## src/rtl/core/sar_pkg.sv

```systemverilog
// Shared types and constants for the spiral angle rotation block.
// Holds the CORDIC arctangent table and fixed-point formats; no dependencies.
package sar_pkg;

  localparam int CORDIC_STAGES = 18;
  localparam int FRAC_BITS     = 16;
  localparam int ANG_FRAC      = 24;
  localparam int TRIG_FRAC     = 30;
  localparam int VW            = 60;  // vector width, u1/u2 below 2^56 plus growth
  localparam int ZW            = 36;  // angle accumulator width
  localparam int RW            = 34;  // rotation vector width
  localparam logic signed [RW-1:0] INV_GAIN = 34'sd652032874;

  localparam logic [2:0] REG_COEF_A   = 3'd0;
  localparam logic [2:0] REG_COEF_B   = 3'd1;
  localparam logic [2:0] REG_COEF_C   = 3'd2;
  localparam logic [2:0] REG_COEF_D   = 3'd3;
  localparam logic [2:0] REG_CENTRE_X = 3'd4;
  localparam logic [2:0] REG_CENTRE_Y = 3'd5;

  typedef struct packed {
    logic signed [23:0] a;
    logic signed [23:0] b;
    logic signed [23:0] c;
    logic signed [23:0] d;
    logic signed [31:0] cx;
    logic signed [31:0] cy;
  } cfg_t;

  // one item inside the CORDIC pipe
  typedef struct packed {
    logic                 zero;
    logic [1:0]           quad;  // 0 none, 1 turned -90, 2 turned +90
    logic signed [VW-1:0] vx;
    logic signed [VW-1:0] vy;
    logic signed [ZW-1:0] z;
    logic signed [RW-1:0] rc;
    logic signed [RW-1:0] rs;
  } cord_t;

  localparam logic [1:0] QUAD_NONE = 2'd0;
  localparam logic [1:0] QUAD_POS  = 2'd1;
  localparam logic [1:0] QUAD_NEG  = 2'd2;

  function automatic logic signed [ZW-1:0] atan_deg(input logic [4:0] i);
    logic signed [ZW-1:0] r;
    begin
      case (i)
        5'd0: r = 36'sd754974720;  5'd1: r = 36'sd445687602;
        5'd2: r = 36'sd235489088;  5'd3: r = 36'sd119537938;
        5'd4: r = 36'sd60000934;   5'd5: r = 36'sd30029717;
        5'd6: r = 36'sd15018523;   5'd7: r = 36'sd7509720;
        5'd8: r = 36'sd3754917;    5'd9: r = 36'sd1877466;
        5'd10: r = 36'sd938734;    5'd11: r = 36'sd469367;
        5'd12: r = 36'sd234684;    5'd13: r = 36'sd117342;
        5'd14: r = 36'sd58671;     5'd15: r = 36'sd29335;
        5'd16: r = 36'sd14668;     5'd17: r = 36'sd7334;
        5'd18: r = 36'sd3667;      5'd19: r = 36'sd1833;
        5'd20: r = 36'sd917;       5'd21: r = 36'sd458;
        5'd22: r = 36'sd229;       5'd23: r = 36'sd115;
        5'd24: r = 36'sd57;        5'd25: r = 36'sd29;
        5'd26: r = 36'sd14;        5'd27: r = 36'sd7;
        5'd28: r = 36'sd4;         5'd29: r = 36'sd2;
        5'd30: r = 36'sd1;
        default: r = '0;
      endcase
      return r;
    end
  endfunction

endpackage

```

## src/rtl/core/sar_cordic_stage.sv

```systemverilog
// One CORDIC iteration: vectoring step and replayed rotation step, registered.
// Uses sar_pkg.
module sar_cordic_stage (
  input  logic           clk,
  input  logic           rst_n,
  input  logic           en,
  input  logic [4:0]     idx,
  input  logic           in_v,
  input  sar_pkg::cord_t in_d,
  output logic           out_v,
  output sar_pkg::cord_t out_d
);
  logic           v_r;
  sar_pkg::cord_t d_r;
  sar_pkg::cord_t d_nxt;
  logic           dir;

  assign dir = (in_d.vy >= 0);

  always_comb begin
    d_nxt = in_d;
    if (dir) begin
      d_nxt.vx = in_d.vx + (in_d.vy >>> idx);
      d_nxt.vy = in_d.vy - (in_d.vx >>> idx);
      d_nxt.z  = in_d.z + sar_pkg::atan_deg(idx);
      d_nxt.rc = in_d.rc - (in_d.rs >>> idx);
      d_nxt.rs = in_d.rs + (in_d.rc >>> idx);
    end else begin
      d_nxt.vx = in_d.vx - (in_d.vy >>> idx);
      d_nxt.vy = in_d.vy + (in_d.vx >>> idx);
      d_nxt.z  = in_d.z - sar_pkg::atan_deg(idx);
      d_nxt.rc = in_d.rc + (in_d.rs >>> idx);
      d_nxt.rs = in_d.rs - (in_d.rc >>> idx);
    end
  end

  always_ff @(posedge clk) begin
    if (!rst_n) v_r <= 1'b0;
    else if (en) v_r <= in_v;
    if (en) d_r <= d_nxt;
  end

  assign out_v = v_r;
  assign out_d = d_r;
endmodule

```

## config.mk

```make
export PLATFORM = sky130hd
export DESIGN_NAME = sar_cordic_stage
export DESIGN_NICKNAME = d
export VERILOG_FILES = /design/src/rtl/core/sar_pkg.sv /design/src/rtl/core/sar_cordic_stage.sv
export SDC_FILE = /design/constraint.sdc
export NUM_CORES = 2
export LEC_CHECK = 0
export ABC_AREA = 0
export BUFFER_PORTS_ARGS = -buffer_cell sky130_fd_sc_hd__buf_2
export CAP_MARGIN = 40
export CORE_UTILIZATION = 30
export DETAILED_ROUTE_END_ITERATION = 7
export HOLD_SLACK_MARGIN = 0.05
export PLACE_DENSITY = 0.49
export SYNTH_ARGS = -nofsm -noshare
export SYNTH_HDL_FRONTEND = slang
export SYNTH_SLANG_ARGS = --single-unit
```

## constraint.sdc

```tcl
create_clock -name clk -period 20.4 [get_ports clk]
set_clock_uncertainty 0.15 [all_clocks]
set_input_delay 2.04 -clock clk [delete_from_list [all_inputs] [get_ports clk]]
set_output_delay 2.04 -clock clk [all_outputs]
set_load 0.03 [all_outputs]
```

* Word-level counts from Yosys, hierarchy flattened
Memory sizes are Yosys's and may differ from the RTL's.
Cells that the tools add are included.
** Word-level totals
- Bits in registers :: 228
- Latch bits :: 0
- RAM bits :: 0
- ROM bits :: 1920
- Input bits :: 236
- Output and inout bits :: 228
- Memories kept :: 2
** Operators by class
- Add/sub/neg operators :: 10
- Multiply operators :: 0
- Divide/modulo/power cells :: 0
- $lt $le $gt $ge :: 1
- Equality and inequality tests :: 0
- Shift operators :: 4
- Muxes and demuxes :: 3
- Bitwise logic cells :: 0
- Reductions and logical operators :: 0
** Memory list
- (name not given) :: words 32, bits a word 30, rd ports 1, clocked after memory_dff 0, write ports 0, line sar_pkg.sv:48 : case (i)
- (name not given) :: words 32, bits a word 30, rd ports 1, clocked after memory_dff 0, write ports 0, line sar_pkg.sv:48
** Operators with widths (number)
- 2-to-1 mux 224 bit :: 1
- adder 60 bit :: 2
- >>> shifter 60 x 5 -> 60 bit :: 2
- subtractor 60 bit :: 2
- 2-to-1 mux 36 bit :: 2
- adder 34 bit :: 2
- >>> shifter 34 x 5 -> 34 bit :: 2
- subtractor 34 bit :: 2
- >= comparator 60 x 1 -> 1 bit, second input constant :: 1
- adder 36 bit :: 1
- subtractor 36 bit :: 1

* Longest topological paths before layout
- Word-level depth :: 4
- Gate-level depth with buffers :: 33

* Worst setup path before layout
Ideal clock, no wire load.
- Path kind :: input -> register
- Start :: in idx[0]
- End :: reg d_r (netlist bit out_d[102]) (data pin)
- Setup time :: 0.258 ns
- Arrival time :: 8.894 ns
- Path slack :: 11.098 ns
- Cell stages on the path :: 31
- Path buffers :: 8
- Cells stage by stage :: buf_4 -> buf_4 -> inv_2 -> buf_2 -> buf_2 -> buf_2 -> clkbuf_1 -> buf_1 -> ha_1 -> clkbuf_1 -> mux4_2 -> a21oi_1 -> ha_1 -> nand3_1 -> or2_2 -> nor3_1 -> nand4_1 -> and2_0 -> xnor2_1 -> ha_1 -> and3_1 -> and2_1 -> a221o_1 -> a2111oi_0 -> nor2_1 -> o221ai_1 -> o21ai_0 -> o41a_1 -> a21o_1 -> a21oi_1 -> xnor2_1
** RTL lines
- start: declaration :: line sar_cordic_stage.sv:7 : input logic [4:0] idx,
- end signal: assignment :: line sar_cordic_stage.sv:40 : if (en) d_r <= d_nxt;
- end: declaration :: line sar_cordic_stage.sv:14 : sar_pkg::cord_t d_r;

==> impl_metrics.ini <==
[routing]
num_vias = 38490
drc_errors = 0
firstDrtPassIters = 6
via_per_inst = 6.115
routedWlPerCell_microns = 28.90
drt_iter0_drc = 3886
ant_nets = 0
wl_microns = 181900

[floorplanning]
initial_utilization_pct = 30.28
dieArea_sq_um = 128500
die_h_microns = 358.5
num_rows = 130
die_w_microns = 358.5
io_pins = 464
coreArea_sq_um = 125900

[layout]
mostFrequentLayoutCells = buf_2 (465), nand2_1 (391), a21oi_1 (330), nor2_1 (309), o21ai_0 (255)
drive_above_1_share_pct = 21.15
fin_cells = 6294
final_nets = 5094
syn2layout_area_growth_pct = 12.79
final_common_cell = buf_2

[clock_network]
clk_pin_slew_ps = 60
clock-sinks = 228
cts_max_level = 1
holdBufCountCts = 0
clk_latency_ps = 640
tritoncts = yes
cts_resized = 0
cts_max_path_buffers = 3
cts_buffers = 30
cts_setup_buffers = 0
cts_root_buffer = clkbuf_16

[power]
leakagePower_nw = 17.19
pwr-share-comb_pct = 61.3
p_int_mw = 1.782
p_clk_share_pct = 16.5
power_switching_mw = 1.627
pwr_density_cell_nw_per_um2 = 79.30
total_power_mw = 3.410
p_seq_share_pct = 22.2
p_sw_share_pct = 47.73
ir_worst_vdd_v = 0.00007151

[sta]
rsz0062_at_grt = false
fin_tns_setup_ps = 0
drv_slew = 0
setup_ws_ps = 9452
finalCritPeriodShare_pct = 53.67
slew_headroom_pct = 35.39
holdWs_ps = 363.4
setup_violations = 0
max_freq_ghz = 0.09134
post-route-min-period_ps = 10950
finalHoldViolCount = 0
tightestPinTransition_ps = 965.6

[logic_synthesis]
netlist_area_sq_um = 38120
synth_nets = 4781
synth_top_area_share_pct = 17.88
synth_cell_type_count = 109
synth-seq-cells = 228
synth_warnings = 0
synthCells = 4297
yosys.area.top_type = edfxtp_1
ys.flop_type = edfxtp_1
seq_area_frac_synth_pct = 17.93
synth.area.top_cells = edfxtp_1 (18%), mux4_2 (12%), ha_1 (8.0%), xnor2_1 (5.6%), mux2i_1 (5.6%)
syn_area_per_cell_sq_um = 8.872
synth_async_sr_flop_share_pct = 0
synth_edf_count = 227

[grt]
overflow = 0
track_usage_pct = 27.24
grt_pass1_wl_microns = 259000
grt_antenna_before_repair = 23
grt_max_degree = 90
grt_pass1_vias = 36960

[hold_path]
hold_path_depth = 2
worstHoldStart = out_v$_SDFFE_PN0P_
hold-path-endpoint = out_v$_SDFFE_PN0P_
hp-class = register to register

[worst_setup_path]
reg2reg_to = out_v$_SDFFE_PN0P_
endpoint_kind = register
critPathBufInv = 4
max_stage_delay_ps = 590
r2r_slack_ps = 19660
reg2reg_from = out_v$_SDFFE_PN0P_
arrival_ps = 11170
critPathMaxFanout = 89
crit_path_start_kind = primary input
r2r_cells = 2
cp_slowest_cell = clkbuf_8
crit_path_frequent_cell = buf_4
cp_data_required_time_ps = 20620
critPathKind = primary input to register
crit_family = compound AO/OA/AOI/OAI gates

[place]
place_congestion = 1.002
port_buffers = 463
place_hpwl_microns = 143400
dp_cells = 6224
pre_cts_slack_ps = 9064

[flow_run]
maxCapViolations = 0

[status]
status = finished clean
==> layer usage <==
layer  share of wire [%]  vias up  routed length, microns  GRT usage (%)
li1                    -    17220                       -              -
met1                  41    18820                   74340          34.98
met2                  45     1970                   82440          43.32
met3                 8.4      466                   15270          5.721
met4                 5.4       10                    9772          13.27
met5               0.030        -                      54              0
==> cell families (layout without fill, tap and decap cells) <==
logic type	Yosys count	count (layout)	share of synthesized area, %
buf+inv	361	698	4.490
simple gates	1242	1242	15.78
mux	545	545	22.31
fa+ha+maj	248	248	8.238
compound gates	1274	1274	22.08
flops	228	228	17.93
other cells	0	10	0
xor+xnor	399	399	9.166
==> worst max-delay path by stage <==
stage / from / end / slack [ps] / cells past startpoint
finish: idx[3] / out_d[219]$_DFFE_PP_ / 9450 / 25
CTS: idx[3] / out_d[219]$_DFFE_PP_ / 9700 / 25
detailed placement: idx[0] / out_d[163]$_DFFE_PP_ / 9060 / 25
global route: idx[3] / out_d[219]$_DFFE_PP_ / 9060 / 25
global placement: idx[0] / out_d[163]$_DFFE_PP_ / 9100 / 24
floorplan: idx[0] / out_d[102]$_DFFE_PP_ / 11100 / 31
==> power groups by stage <==
stage | sequential, mW | combinational (mW) | clock, mW
floorplan | 1.04 | 1.13 | 0
CTS | 0.760 | 2.07 | 0.586
global route | 0.770 | 2.24 | 0.601
finish | 0.756 | 2.09 | 0.563
global placement | 0.767 | 2.07 | 0
detailed placement | 0.766 | 2.06 | 0
==> flip-flops by register name, indices dropped and copies added (netlist names) <==
signal / flops
out_d: 227
out_v: 1
==> tightest hold or removal path: stages (launching register included) <==
cell     delay, ps
dfxtp_1        320
mux2i_1         70
nor2b_1         90
==> synth_stat cells (30+ instances only) <==
master    count
edfxtp_1    227
a31oi_1      43
a21o_1      114
nand3_1      94
o22ai_1      56
mux2i_1     212
inv_1        98
clkbuf_1    108
buf_2        78
nor2_1      311
buf_1        34
nand2b_1     81
a211oi_1     47
o31ai_1      40
nand4_1      50
and3_1       40
mux4_2      207
o21ai_0     255
a21oi_1     330
a22oi_1      32
nor3_1       63
mux2_2      103
xnor2_1     243
nor2b_1      44
xor2_1      156
o21bai_1     36
o21a_1       31
or3_1        30
and2_1       34
ha_1        243
nand2_1     391
==> stage by stage <==
stage	area [sq um]	utilization [%]
2_1_floorplan	38120	-
3_3_place_gp	41730	33.14
3_5_place_dp	41920	33.29
4_1_cts	42950	34.12
5_1_grt	42980	34.14
6_report	43000	34.15
==> cell type report <==
type                    count  area, sq um
diodes                     10        25.02
multi-input cells        3708        29610
clock inverters            21        244.0
repair buffers            540         3040
well taps                1650         2064
fillers                 13300        82900
inverters                 102        390.4
flip-flops and latches    228         6837
clock buffers              35        790.8
Power figures use the tool's default switching activity.
